--- config.mk ---
export PLATFORM = sky130hd
export DESIGN_NAME = tty_output_postprocessor_top_flat
export DESIGN_NICKNAME = d
export VERILOG_FILES = /design/src/design/tto_pkg.sv /design/src/design/tto_if.sv /design/src/design/tto_dp.sv /design/src/design/tto_ctrl.sv /design/src/design/tty_output_postprocessor_top.sv /design/src/flat_wrapper.sv
export SDC_FILE = /design/constraint.sdc
export NUM_CORES = 1
export LEC_CHECK = 0
export BUFFER_PORTS_ARGS = -buffer_cell sky130_fd_sc_hd__buf_2
export CAP_MARGIN = 20
export CORE_UTILIZATION = 45
export DETAILED_ROUTE_END_ITERATION = 10
export GPL_TIMING_DRIVEN = 0
export PLACE_DENSITY = 0.63
export SYNTH_ARGS = -nofsm -noshare
export SYNTH_HDL_FRONTEND = slang
export SYNTH_SLANG_ARGS = --single-unit
--- constraint.sdc ---
create_clock -name clk -period 5.1 [get_ports clk]
set_clock_uncertainty 0.1 [all_clocks]
set_input_delay 1.02 -clock clk [delete_from_list [all_inputs] [get_ports clk]]
set_output_delay 1.02 -clock clk [all_outputs]
set_load 0.05 [all_outputs]
--- src/design/tto_pkg.sv ---
`timescale 1ns / 1ps
// ----------------------------------------------------------------------------
// tto_pkg
// Shared constants, codes and command/status types of the terminal output
// post-processor.
// ----------------------------------------------------------------------------
package tto_pkg;

  localparam int TAB_STOP    = 8;
  localparam int DELAY_PIECE = 59;
  localparam int MAX_RESULTS = 8;

  localparam int CHAR_W    = 8;
  localparam int CH7_W     = 7;
  localparam int COL_W     = 8;
  localparam int DLY_W     = 7;
  localparam int CFG_W     = 7;
  localparam int CFG_IDX_W = 3;
  localparam int CNT_W     = $clog2(MAX_RESULTS + 1);
  localparam int REM_W     = $clog2(TAB_STOP + 1);

  typedef enum logic [CFG_IDX_W-1:0] {
    CFG_BINARY,
    CFG_RAW,
    CFG_EXPAND_TABS,
    CFG_UPPER_ONLY,
    CFG_ESC_CAPS,
    CFG_CR_NL,
    CFG_ESC_TILDE,
    CFG_DELAY_SEL
  } cfg_idx_t;

  // character codes
  localparam logic [CH7_W-1:0] CH_EOT    = 7'h04;
  localparam logic [CH7_W-1:0] CH_BS     = 7'h08;
  localparam logic [CH7_W-1:0] CH_TAB    = 7'h09;
  localparam logic [CH7_W-1:0] CH_LF     = 7'h0A;
  localparam logic [CH7_W-1:0] CH_VT     = 7'h0B;
  localparam logic [CH7_W-1:0] CH_FF     = 7'h0C;
  localparam logic [CH7_W-1:0] CH_CR     = 7'h0D;
  localparam logic [CH7_W-1:0] CH_SPACE  = 7'h20;
  localparam logic [CH7_W-1:0] CH_BANG   = 7'h21;
  localparam logic [CH7_W-1:0] CH_QUOTE  = 7'h27;
  localparam logic [CH7_W-1:0] CH_LPAREN = 7'h28;
  localparam logic [CH7_W-1:0] CH_RPAREN = 7'h29;
  localparam logic [CH7_W-1:0] CH_CAP_A  = 7'h41;
  localparam logic [CH7_W-1:0] CH_CAP_Z  = 7'h5A;
  localparam logic [CH7_W-1:0] CH_BSLASH = 7'h5C;
  localparam logic [CH7_W-1:0] CH_CARET  = 7'h5E;
  localparam logic [CH7_W-1:0] CH_GRAVE  = 7'h60;
  localparam logic [CH7_W-1:0] CH_LOW_A  = 7'h61;
  localparam logic [CH7_W-1:0] CH_LOW_Z  = 7'h7A;
  localparam logic [CH7_W-1:0] CH_LBRACE = 7'h7B;
  localparam logic [CH7_W-1:0] CH_BAR    = 7'h7C;
  localparam logic [CH7_W-1:0] CH_RBRACE = 7'h7D;
  localparam logic [CH7_W-1:0] CH_TILDE  = 7'h7E;
  localparam logic [CH7_W-1:0] CH_DEL    = 7'h7F;
  localparam logic [CH7_W-1:0] CASE_DIFF = 7'h20;

  // delay values in ticks
  localparam logic [DLY_W-1:0] DLY_LONG    = 7'd60;
  localparam logic [DLY_W-1:0] DLY_VERT    = 7'd127;
  localparam logic [DLY_W-1:0] DLY_NL_MIN  = 7'd6;
  localparam logic [DLY_W-1:0] DLY_NL_BASE = 7'd3;
  localparam logic [DLY_W-1:0] DLY_CR_ONE  = 7'd5;
  localparam logic [DLY_W-1:0] DLY_CR_TWO  = 7'd10;
  localparam logic [DLY_W-1:0] DLY_TAB_MIN = 7'd5;

  localparam logic [1:0] DT_ONE = 2'd1;
  localparam logic [1:0] DT_TWO = 2'd2;

  typedef enum logic [2:0] {
    OP_BIN,
    OP_SPACE,
    OP_PRE,
    OP_MAIN,
    OP_DLY_PRE,
    OP_DLY_MAIN
  } op_t;

  typedef struct packed {
    logic load;
    logic emit;
    op_t  op;
  } dp_cmd_t;

  typedef struct packed {
    logic dec_bin;
    logic dec_drop;
    logic dec_tab;
    logic dec_pre;
    logic ch_dly_nz;
    logic dly_done;
    logic space_done;
  } dp_stat_t;

endpackage

--- src/design/tto_if.sv ---
`timescale 1ns / 1ps
// ----------------------------------------------------------------------------
// tto_if
// Valid/ready channels: the character input and the line byte output.
// ----------------------------------------------------------------------------
interface tto_char_if;
  logic                       valid;
  logic                       ready;
  logic [tto_pkg::CHAR_W-1:0] out_char;

  modport source (output valid, output out_char, input ready);
  modport sink (input valid, input out_char, output ready);
endinterface

interface tto_byte_if;
  logic                       valid;
  logic                       ready;
  logic [tto_pkg::CHAR_W-1:0] out_byte;
  logic [tto_pkg::COL_W-1:0]  column_now;
  logic                       last;

  modport source (output valid, output out_byte, output column_now, output last,
                  input ready);
  modport sink (input valid, input out_byte, input column_now, input last,
                output ready);
endinterface

--- src/design/tto_dp.sv ---
`timescale 1ns / 1ps
// ----------------------------------------------------------------------------
// tto_dp
// Datapath: configuration registers, character decode, column tracking,
// delay splitting and the output register.
// ----------------------------------------------------------------------------
module tto_dp (
  input  logic                             clk,
  input  logic                             rst_n,
  input  logic                             cfg_we,
  input  logic [tto_pkg::CFG_IDX_W-1:0]    cfg_index,
  input  logic [tto_pkg::CFG_W-1:0]        cfg_data,
  input  logic [tto_pkg::CHAR_W-1:0]       in_char,
  input  tto_pkg::dp_cmd_t                 cmd,
  output tto_pkg::dp_stat_t                stat,
  output logic [tto_pkg::CHAR_W-1:0]       out_byte,
  output logic [tto_pkg::COL_W-1:0]        column_now,
  output logic                             last
);

  logic                        bin_r, raw_r, tabs_r, upper_r;
  logic                        esc_caps_r, cr_nl_r, esc_tilde_r;
  logic [tto_pkg::DLY_W-1:0]   dsel_r;

  logic [tto_pkg::COL_W-1:0]   column_r, column_nxt;
  logic [tto_pkg::DLY_W-1:0]   delay_r, delay_nxt;
  logic [tto_pkg::CNT_W-1:0]   cnt_r, cnt_nxt;
  logic [tto_pkg::CH7_W-1:0]   pre_r;
  logic [tto_pkg::CHAR_W-1:0]  main_r;
  logic [tto_pkg::CHAR_W-1:0]  byte_r, byte_nxt;
  logic [tto_pkg::COL_W-1:0]   colnow_r, colnow_nxt;
  logic                        last_r, last_nxt;

  // decode
  logic [tto_pkg::CH7_W-1:0]   c7, mapped, pre_ch;
  logic                        pre_hit;

  // send unit
  logic [tto_pkg::CH7_W-1:0]   ch;
  logic [tto_pkg::COL_W:0]     sum_one, sum_tab;
  logic [tto_pkg::COL_W-1:0]   inc_col, send_col;
  logic [tto_pkg::REM_W-1:0]   tab_rem;
  logic [tto_pkg::DLY_W-1:0]   nl_d, send_d;

  // delay split
  logic [tto_pkg::DLY_W-1:0]   piece, dly_left;
  logic [tto_pkg::CNT_W-1:0]   cnt_inc;

  always_ff @(posedge clk) begin
    if (!rst_n) begin
      bin_r       <= 1'b0;
      raw_r       <= 1'b0;
      tabs_r      <= 1'b0;
      upper_r     <= 1'b0;
      esc_caps_r  <= 1'b0;
      cr_nl_r     <= 1'b0;
      esc_tilde_r <= 1'b0;
      dsel_r      <= '0;
    end else if (cfg_we) begin
      case (tto_pkg::cfg_idx_t'(cfg_index))
        tto_pkg::CFG_BINARY:      bin_r       <= cfg_data[0];
        tto_pkg::CFG_RAW:         raw_r       <= cfg_data[0];
        tto_pkg::CFG_EXPAND_TABS: tabs_r      <= cfg_data[0];
        tto_pkg::CFG_UPPER_ONLY:  upper_r     <= cfg_data[0];
        tto_pkg::CFG_ESC_CAPS:    esc_caps_r  <= cfg_data[0];
        tto_pkg::CFG_CR_NL:       cr_nl_r     <= cfg_data[0];
        tto_pkg::CFG_ESC_TILDE:   esc_tilde_r <= cfg_data[0];
        tto_pkg::CFG_DELAY_SEL:   dsel_r      <= cfg_data;
        default: ;
      endcase
    end
  end

  // Decode the incoming item into an optional prefix character and the main one.
  always_comb begin
    c7      = in_char[tto_pkg::CH7_W-1:0];
    mapped  = c7;
    pre_ch  = tto_pkg::CH_BSLASH;
    pre_hit = 1'b0;
    if (upper_r) begin
      case (c7)
        tto_pkg::CH_LBRACE: begin mapped = tto_pkg::CH_LPAREN; pre_hit = 1'b1; end
        tto_pkg::CH_RBRACE: begin mapped = tto_pkg::CH_RPAREN; pre_hit = 1'b1; end
        tto_pkg::CH_BAR:    begin mapped = tto_pkg::CH_BANG;   pre_hit = 1'b1; end
        tto_pkg::CH_TILDE:  begin mapped = tto_pkg::CH_CARET;  pre_hit = 1'b1; end
        tto_pkg::CH_GRAVE:  begin mapped = tto_pkg::CH_QUOTE;  pre_hit = 1'b1; end
        default: ;
      endcase
      if (mapped >= tto_pkg::CH_LOW_A && mapped <= tto_pkg::CH_LOW_Z)
        mapped = mapped - tto_pkg::CASE_DIFF;
      if (mapped >= tto_pkg::CH_CAP_A && mapped <= tto_pkg::CH_CAP_Z && esc_caps_r)
        pre_hit = 1'b1;
    end
    if (mapped == tto_pkg::CH_LF && cr_nl_r) begin
      pre_hit = 1'b1;
      pre_ch  = tto_pkg::CH_CR;
    end
    if (esc_tilde_r && mapped == tto_pkg::CH_TILDE) begin
      pre_hit = 1'b1;
      mapped  = tto_pkg::CH_CARET;
    end
  end

  // Send unit: column and delay after one 7-bit character.
  always_comb begin
    ch       = (cmd.op == tto_pkg::OP_PRE) ? pre_r : main_r[tto_pkg::CH7_W-1:0];
    sum_one  = {1'b0, column_r} + (tto_pkg::COL_W+1)'(1);
    inc_col  = sum_one[tto_pkg::COL_W] ? '1 : sum_one[tto_pkg::COL_W-1:0];
    tab_rem  = tto_pkg::REM_W'(tto_pkg::TAB_STOP)
               - tto_pkg::REM_W'(column_r % tto_pkg::TAB_STOP);
    sum_tab  = {1'b0, column_r} + (tto_pkg::COL_W+1)'(tab_rem);
    nl_d     = tto_pkg::DLY_W'(column_r >> 4) + tto_pkg::DLY_NL_BASE;
    send_col = column_r;
    send_d   = '0;
    case (ch)
      tto_pkg::CH_BS: begin
        if (column_r != '0) send_col = column_r - tto_pkg::COL_W'(1);
      end
      tto_pkg::CH_TAB: begin
        send_col = sum_tab[tto_pkg::COL_W] ? '1 : sum_tab[tto_pkg::COL_W-1:0];
        if (dsel_r[3:2] == tto_pkg::DT_ONE &&
            tto_pkg::DLY_W'(tab_rem) + tto_pkg::DLY_W'(1) >= tto_pkg::DLY_TAB_MIN)
          send_d = tto_pkg::DLY_W'(tab_rem) + tto_pkg::DLY_W'(1);
      end
      tto_pkg::CH_LF: begin
        send_col = '0;
        if (dsel_r[1:0] == tto_pkg::DT_ONE) begin
          if (column_r != '0)
            send_d = (nl_d < tto_pkg::DLY_NL_MIN) ? tto_pkg::DLY_NL_MIN : nl_d;
        end else if (dsel_r[1:0] == tto_pkg::DT_TWO) begin
          send_d = tto_pkg::DLY_NL_MIN;
        end
      end
      tto_pkg::CH_VT, tto_pkg::CH_FF: begin
        if (dsel_r[6]) send_d = tto_pkg::DLY_VERT;
      end
      tto_pkg::CH_CR: begin
        send_col = '0;
        if (dsel_r[5:4] == tto_pkg::DT_ONE)      send_d = tto_pkg::DLY_CR_ONE;
        else if (dsel_r[5:4] == tto_pkg::DT_TWO) send_d = tto_pkg::DLY_CR_TWO;
      end
      default: begin
        if (!(ch < tto_pkg::CH_SPACE || ch == tto_pkg::CH_DEL)) send_col = inc_col;
      end
    endcase
  end

  // Long delays go out in pieces while the remainder stays long.
  always_comb begin
    if (delay_r >= tto_pkg::DLY_LONG)
      piece = (tto_pkg::DLY_W'(tto_pkg::DELAY_PIECE) < delay_r) ?
              tto_pkg::DLY_W'(tto_pkg::DELAY_PIECE) : delay_r;
    else
      piece = delay_r;
    dly_left = delay_r - piece;
    cnt_inc  = cnt_r + tto_pkg::CNT_W'(1);
  end

  always_comb begin
    stat.dec_bin    = bin_r;
    stat.dec_drop   = !bin_r && c7 == tto_pkg::CH_EOT && !raw_r;
    stat.dec_tab    = !bin_r && c7 == tto_pkg::CH_TAB && tabs_r;
    stat.dec_pre    = pre_hit;
    stat.ch_dly_nz  = send_d != '0;
    stat.dly_done   = dly_left == '0;
    stat.space_done = (inc_col % tto_pkg::TAB_STOP) == 0 || inc_col == '1 ||
                      cnt_inc == tto_pkg::CNT_W'(tto_pkg::MAX_RESULTS);
  end

  always_comb begin
    column_nxt = column_r;
    delay_nxt  = delay_r;
    cnt_nxt    = cnt_r;
    byte_nxt   = main_r;
    colnow_nxt = column_r;
    last_nxt   = 1'b0;
    case (cmd.op)
      tto_pkg::OP_BIN: begin
        last_nxt = 1'b1;
      end
      tto_pkg::OP_SPACE: begin
        column_nxt = inc_col;
        cnt_nxt    = cnt_inc;
        byte_nxt   = {1'b0, tto_pkg::CH_SPACE};
        colnow_nxt = inc_col;
        last_nxt   = stat.space_done;
      end
      tto_pkg::OP_PRE, tto_pkg::OP_MAIN: begin
        column_nxt = send_col;
        delay_nxt  = send_d;
        byte_nxt   = {1'b0, ch};
        colnow_nxt = send_col;
        last_nxt   = cmd.op == tto_pkg::OP_MAIN && send_d == '0;
      end
      tto_pkg::OP_DLY_PRE, tto_pkg::OP_DLY_MAIN: begin
        delay_nxt  = dly_left;
        byte_nxt   = {1'b1, piece};
        last_nxt   = cmd.op == tto_pkg::OP_DLY_MAIN && dly_left == '0;
      end
      default: ;
    endcase
  end

  always_ff @(posedge clk) begin
    if (!rst_n) begin
      column_r <= '0;
    end else if (cmd.emit) begin
      column_r <= column_nxt;
    end
  end

  always_ff @(posedge clk) begin
    if (cmd.load) begin
      pre_r  <= pre_ch;
      main_r <= bin_r ? in_char : {1'b0, mapped};
      cnt_r  <= '0;
    end else if (cmd.emit) begin
      cnt_r  <= cnt_nxt;
    end
    if (cmd.emit) begin
      delay_r  <= delay_nxt;
      byte_r   <= byte_nxt;
      colnow_r <= colnow_nxt;
      last_r   <= last_nxt;
    end
  end

  assign out_byte   = byte_r;
  assign column_now = colnow_r;
  assign last       = last_r;

endmodule

--- src/design/tto_ctrl.sv ---
`timescale 1ns / 1ps
// ----------------------------------------------------------------------------
// tto_ctrl
// Controller: steps one item through binary, space, prefix, character and
// delay bytes and owns the channel handshakes.
// ----------------------------------------------------------------------------
module tto_ctrl (
  input  logic              clk,
  input  logic              rst_n,
  input  logic              in_valid,
  output logic              in_ready,
  output logic              out_valid,
  input  logic              out_ready,
  input  tto_pkg::dp_stat_t stat,
  output tto_pkg::dp_cmd_t  cmd
);

  typedef enum logic [2:0] {
    S_IDLE,
    S_BIN,
    S_SPACE,
    S_PRE,
    S_DLY_PRE,
    S_MAIN,
    S_DLY_MAIN
  } state_t;

  state_t state_r, state_nxt;
  logic   out_valid_r, out_valid_nxt;
  logic   can_emit;

  assign can_emit = !out_valid_r || out_ready;

  always_comb begin
    state_nxt = state_r;
    cmd.load  = 1'b0;
    cmd.emit  = 1'b0;
    cmd.op    = tto_pkg::OP_MAIN;
    case (state_r)
      S_IDLE: begin
        if (in_valid) begin
          cmd.load = 1'b1;
          if (stat.dec_bin)       state_nxt = S_BIN;
          else if (stat.dec_drop) state_nxt = S_IDLE;
          else if (stat.dec_tab)  state_nxt = S_SPACE;
          else if (stat.dec_pre)  state_nxt = S_PRE;
          else                    state_nxt = S_MAIN;
        end
      end
      S_BIN: begin
        cmd.op = tto_pkg::OP_BIN;
        if (can_emit) begin
          cmd.emit  = 1'b1;
          state_nxt = S_IDLE;
        end
      end
      S_SPACE: begin
        cmd.op = tto_pkg::OP_SPACE;
        if (can_emit) begin
          cmd.emit = 1'b1;
          if (stat.space_done) state_nxt = S_IDLE;
        end
      end
      S_PRE: begin
        cmd.op = tto_pkg::OP_PRE;
        if (can_emit) begin
          cmd.emit  = 1'b1;
          state_nxt = stat.ch_dly_nz ? S_DLY_PRE : S_MAIN;
        end
      end
      S_DLY_PRE: begin
        cmd.op = tto_pkg::OP_DLY_PRE;
        if (can_emit) begin
          cmd.emit = 1'b1;
          if (stat.dly_done) state_nxt = S_MAIN;
        end
      end
      S_MAIN: begin
        cmd.op = tto_pkg::OP_MAIN;
        if (can_emit) begin
          cmd.emit  = 1'b1;
          state_nxt = stat.ch_dly_nz ? S_DLY_MAIN : S_IDLE;
        end
      end
      S_DLY_MAIN: begin
        cmd.op = tto_pkg::OP_DLY_MAIN;
        if (can_emit) begin
          cmd.emit = 1'b1;
          if (stat.dly_done) state_nxt = S_IDLE;
        end
      end
      default: state_nxt = S_IDLE;
    endcase
    out_valid_nxt = cmd.emit ? 1'b1 : (out_ready ? 1'b0 : out_valid_r);
  end

  always_ff @(posedge clk) begin
    if (!rst_n) begin
      state_r     <= S_IDLE;
      out_valid_r <= 1'b0;
    end else begin
      state_r     <= state_nxt;
      out_valid_r <= out_valid_nxt;
    end
  end

  assign in_ready  = state_r == S_IDLE;
  assign out_valid = out_valid_r;

endmodule

--- src/design/tty_output_postprocessor_top.sv ---
`timescale 1ns / 1ps
// ----------------------------------------------------------------------------
// tty_output_postprocessor_top
// Terminal output post-processor: one character in, the line bytes out.
// ----------------------------------------------------------------------------
// Usage:
//   in_ch  : one character item per handshake (valid/ready).
//   out_ch : line bytes with the column after each byte; last marks the
//            final byte caused by an item. Non-binary bytes with bit 7 set are delays.
//   cfg_*  : register writes; issue them only while no item is in work.
// Flow: an item is taken in the idle state, then each of its bytes leaves the
//   controller one per cycle while out_ch does not stall.
//   The controller steps through binary, space, prefix, character and delay
//   bytes one at a time; a dropped EOT is only accepted and sends no byte.
// The output register frees the controller as soon as a byte is loaded; the
//   next item is accepted while the last byte still waits on out_ch.
// When the receiver stalls, the pending byte holds and the controller waits
//   with the following one.
// Reset clears the configuration, the column and the controller; nothing is
//   emitted until an item arrives.
// ----------------------------------------------------------------------------
module tty_output_postprocessor_top (
  input  logic                          clk,
  input  logic                          rst_n,
  tto_char_if.sink                      in_ch,
  tto_byte_if.source                    out_ch,
  input  logic                          cfg_we,
  input  logic [tto_pkg::CFG_IDX_W-1:0] cfg_index,
  input  logic [tto_pkg::CFG_W-1:0]     cfg_data
);

  tto_pkg::dp_cmd_t  cmd;
  tto_pkg::dp_stat_t stat;
  logic              in_ready, out_valid;

  tto_ctrl u_ctrl (
    .clk       (clk),
    .rst_n     (rst_n),
    .in_valid  (in_ch.valid),
    .in_ready  (in_ready),
    .out_valid (out_valid),
    .out_ready (out_ch.ready),
    .stat      (stat),
    .cmd       (cmd)
  );

  tto_dp u_dp (
    .clk        (clk),
    .rst_n      (rst_n),
    .cfg_we     (cfg_we),
    .cfg_index  (cfg_index),
    .cfg_data   (cfg_data),
    .in_char    (in_ch.out_char),
    .cmd        (cmd),
    .stat       (stat),
    .out_byte   (out_ch.out_byte),
    .column_now (out_ch.column_now),
    .last       (out_ch.last)
  );

  assign in_ch.ready  = in_ready;
  assign out_ch.valid = out_valid;

  // a pending byte that is not the last one means the item is still in work
  assert property (@(posedge clk) disable iff (!rst_n)
    out_ch.valid && !out_ch.last |-> !in_ch.ready)
    else $error("input ready while an item still has bytes to send");

  // anything other than an EOT keeps the controller busy after acceptance
  assert property (@(posedge clk) disable iff (!rst_n)
    in_ch.valid && in_ch.ready && in_ch.out_char[6:0] != tto_pkg::CH_EOT
    |=> !in_ch.ready)
    else $error("controller idle right after accepting an item");

  // a new byte only appears from a busy controller
  assert property (@(posedge clk) disable iff (!rst_n)
    $rose(out_ch.valid) |-> !$past(in_ch.ready))
    else $error("byte emitted while the controller was idle");

endmodule

--- src/flat_wrapper.sv ---
// flat-port wrapper written by rule: the top's interface ports become plain ports
module tty_output_postprocessor_top_flat 
  (clk, rst_n, cfg_we, cfg_index, cfg_data, in_ch_valid, in_ch_out_char, in_ch_ready, out_ch_valid, out_ch_out_byte, out_ch_column_now, out_ch_last, out_ch_ready);
  tto_char_if in_ch_i ();
  tto_byte_if out_ch_i ();
  input  logic clk;
  input  logic rst_n;
  input  logic cfg_we;
  input  logic [tto_pkg::CFG_IDX_W-1:0] cfg_index;
  input  logic [tto_pkg::CFG_W-1:0] cfg_data;
  input wire logic [$bits(in_ch_i.valid)-1:0] in_ch_valid;
  input wire logic [$bits(in_ch_i.out_char)-1:0] in_ch_out_char;
  output wire logic [$bits(in_ch_i.ready)-1:0] in_ch_ready;
  output wire logic [$bits(out_ch_i.valid)-1:0] out_ch_valid;
  output wire logic [$bits(out_ch_i.out_byte)-1:0] out_ch_out_byte;
  output wire logic [$bits(out_ch_i.column_now)-1:0] out_ch_column_now;
  output wire logic [$bits(out_ch_i.last)-1:0] out_ch_last;
  input wire logic [$bits(out_ch_i.ready)-1:0] out_ch_ready;
  assign in_ch_i.valid = in_ch_valid;
  assign in_ch_i.out_char = in_ch_out_char;
  assign in_ch_ready = in_ch_i.ready;
  assign out_ch_valid = out_ch_i.valid;
  assign out_ch_out_byte = out_ch_i.out_byte;
  assign out_ch_column_now = out_ch_i.column_now;
  assign out_ch_last = out_ch_i.last;
  assign out_ch_i.ready = out_ch_ready;
  tty_output_postprocessor_top u_core (.clk(clk), .rst_n(rst_n), .in_ch(in_ch_i), .out_ch(out_ch_i), .cfg_we(cfg_we), .cfg_index(cfg_index), .cfg_data(cfg_data));
endmodule
==> results.cfg <==
[placement]
dpl_cell_area_um2 = 5660
hpwl_mm = 12.1
dp_cells = 843
io_buffer_count = 40
gp_congestion = 0.944

[critical_path]
arrival_ns = 4.37
endpoint_kind = flip-flop
critical_path_class = input pin to flip-flop
cp-start-kind = input pin
cp_max_fo = 10
r2r_cells = 12
timing.critical_path.required_ns = 5.27

[layout]
layout-drive-gt1-share_pct = 12.7
final_common_cell = nand2_1
nNetsFinal = 752
final.fill_count = 1148
fin_cells = 859
stdcell_area_um2 = 5990
antenna_cells = 0
syn_to_final_growth_pct = 13.3
mostFrequentLayoutCells = nand2_1, nor2_1, buf_2

[floorplan]
die_h_um = 110
core_area_um2 = 11400
die_w_um = 110
fp.dieArea_um2 = 12200
io-pin-count = 42
start_util_pct = 46.3
std_cell_rows = 39

[yosys]
synth_ff_type = edfxtp_1
synth_edf_count = 34
synth.distinct_cells = 86
ys_warn_count = 0
synth-async-reset-ratio_pct = 0
yosysTopAreaCell = edfxtp_1
synth.top_cell.area_share_pct = 19.3
syn_area_um2 = 5280
synth_seq_cells = 64
synthCells = 660
yosys-top-cells-area = edfxtp_1, dfxtp_1, nand2_1
ys_seq_area_share_pct = 30.7
syn-num-nets = 701
syn-mean-instance-area_um2 = 8.00

[sta]
rsz0062_at_grt = no
drv_slew = 0
finalSetupTns_ns = 0
slew_headroom_pct = 28.6
final-hold-violation-count = 0
fmax_ghz = 0.238
finalCritPeriodShare_pct = 82.4
finalSetupViolations = 0
period_minus_slack_ns = 4.20
tightestPinTransition_ns = 1.06

[clock_tree]
clk_pin_slew_ns = 0.06
post_cts_buffers = 0
cts.htree.levels = 3
root_buffer = clkbuf_16
cts_resized = 0
numCtsBuffers = 9
cts_tree = built
clock_latency_ns = 0.34
ctsHoldBuffers = 0
cts.sinks = 64
clk_path_buf_depth = 2

[detailed_routing]
dr.pass1.iters = 5
wl_per_cell_um = 18.4
via_count = 5288
drc_errors = 0
vias_per_cell = 6.16
drt_wl_total_mm = 15.8
drtIter0Drc = 470
ant_nets = 0

[pwr]
vdd_drop_max_v = 0.000292
power_uw = 3310
pwr_density_cell_nw_per_um2 = 553
leakage_uw = 0.00229

[worst_hold_path]
min_path_cells = 2
hold_class = flip-flop to flip-flop

[global_route]
grt_pass1_wl_mm = 25.2
grt_max_degree = 27
grt_overflow = 0
antenna_found_initial = 0
grt_usage_pct = 27.5
grt_pass1_vias = 4938

[run]
maxCapViolations = 0

[run_status]
status = finished, final reports clean
==> report_power, final <==
| group | internal (uW) | switching, uW | total (uW) |
|---|---|---|---|
| registers | 730 | 58.5 | 788 |
| logic | 578 | 1280 | 1860 |
| clock network | 424 | 242 | 666 |
| total | 1730 | 1580 | 3310 |
==> synthesized netlist by cell type, types with 7 or more instances <==
master and instances:
nand2_1 75, nor2_1 61, a21oi_1 44, o21ai_0 42
edfxtp_1 34, dfxtp_1 30, clkbuf_1 29, inv_1 25
nand3_1 23, ha_1 17, nor2b_1 17, nor3_1 15
mux2i_1 14, nand2b_1 11, xnor2_1 11, and3_1 10
buf_2 10, o211ai_1 10, nand4_1 9, a211oi_1 8
a31oi_1 8, nor3b_1 8, nor4_1 7, o21ai_1 7
==> worst max-delay path, cell delays in order <==
cell      delay, ns
buf_2          0.08
buf_2          0.20
nand3_1        0.19
a21boi_1       0.22
o311ai_1       0.40
inv_1          0.08
ha_1           0.28
o21ai_1        0.11
or3b_1         0.41
o31a_1         0.29
or2_1          0.23
a211o_1        0.29
or4_1          0.42
a31oi_1        0.13
==> sequential cells by signal (all words and copies together) (netlist names), 2 cells and up <==
register and count:
u_core.u_dp.column_now 8, u_core.u_dp.delay_r 7, u_core.u_dp.column_r 8, u_core.u_dp.cnt_r 4, u_core.u_ctrl.state_r 3, u_core.u_dp.out_byte 8
u_core.u_dp.pre_r 2, u_core.u_dp.main_r 8, u_core.u_dp.dsel_r 7
==> final timing paths <==
check                    startpoint                        to  slack [ns]
max               in_ch_out_char[3]  u_core.u_ctrl.state_r[2]        0.90
min           u_core.u_dp.dsel_r[3]     u_core.u_dp.dsel_r[3]        0.36
max reg2reg  u_core.u_dp.delay_r[6]  u_core.u_ctrl.state_r[1]        0.99
min reg2reg   u_core.u_dp.dsel_r[3]     u_core.u_dp.dsel_r[3]        0.36
==> layer usage <==
metal / GRT usage, % / share of wire, %
met5: 0 / 0
met4: 8.74 / 2.0
met3: 5.70 / 7.8
met2: 41.7 / 45
met1: 38.9 / 45
==> layout make-up <==
type | instances | area (um2) | area share [%]
Timing Repair Buffer | 40 | 200 | 3.34
Buffer | 43 | 193 | 3.22
Tap cell | 143 | 179 | 2.99
Inverter | 26 | 97.6 | 1.63
Multi-Input combinational cell | 527 | 3370 | 56.3
Clock inverter | 5 | 61.3 | 1.02
Clock buffer | 11 | 264 | 4.41
Sequential cell | 64 | 1620 | 27.1
==> cell families after synthesis <==
| family | count (synthesis) | share of synthesized area [%] |
|---|---|---|
| adders and majority gates | 18 | 4.41 |
| muxes | 15 | 2.87 |
| xor gates and xnor gates | 17 | 2.82 |
| buffers and inverters | 69 | 5.50 |
| and+or+nand+nor | 278 | 27.8 |
| AOI/OAI and AO/OA | 199 | 25.9 |
| DFF | 64 | 30.7 |
==> stage by stage <==
step	utilization [%]	hold WS (ns)	worst slack, ns
after floorplan	-	0.331	1.10
after global placement	49.6	0.340	0.673
after detailed placement	49.6	0.350	0.554
after CTS	52.4	0.358	0.900
after global routing	52.4	0.399	0.700
final	52.4	0.357	0.899
Power figures use the tool's default switching activity.
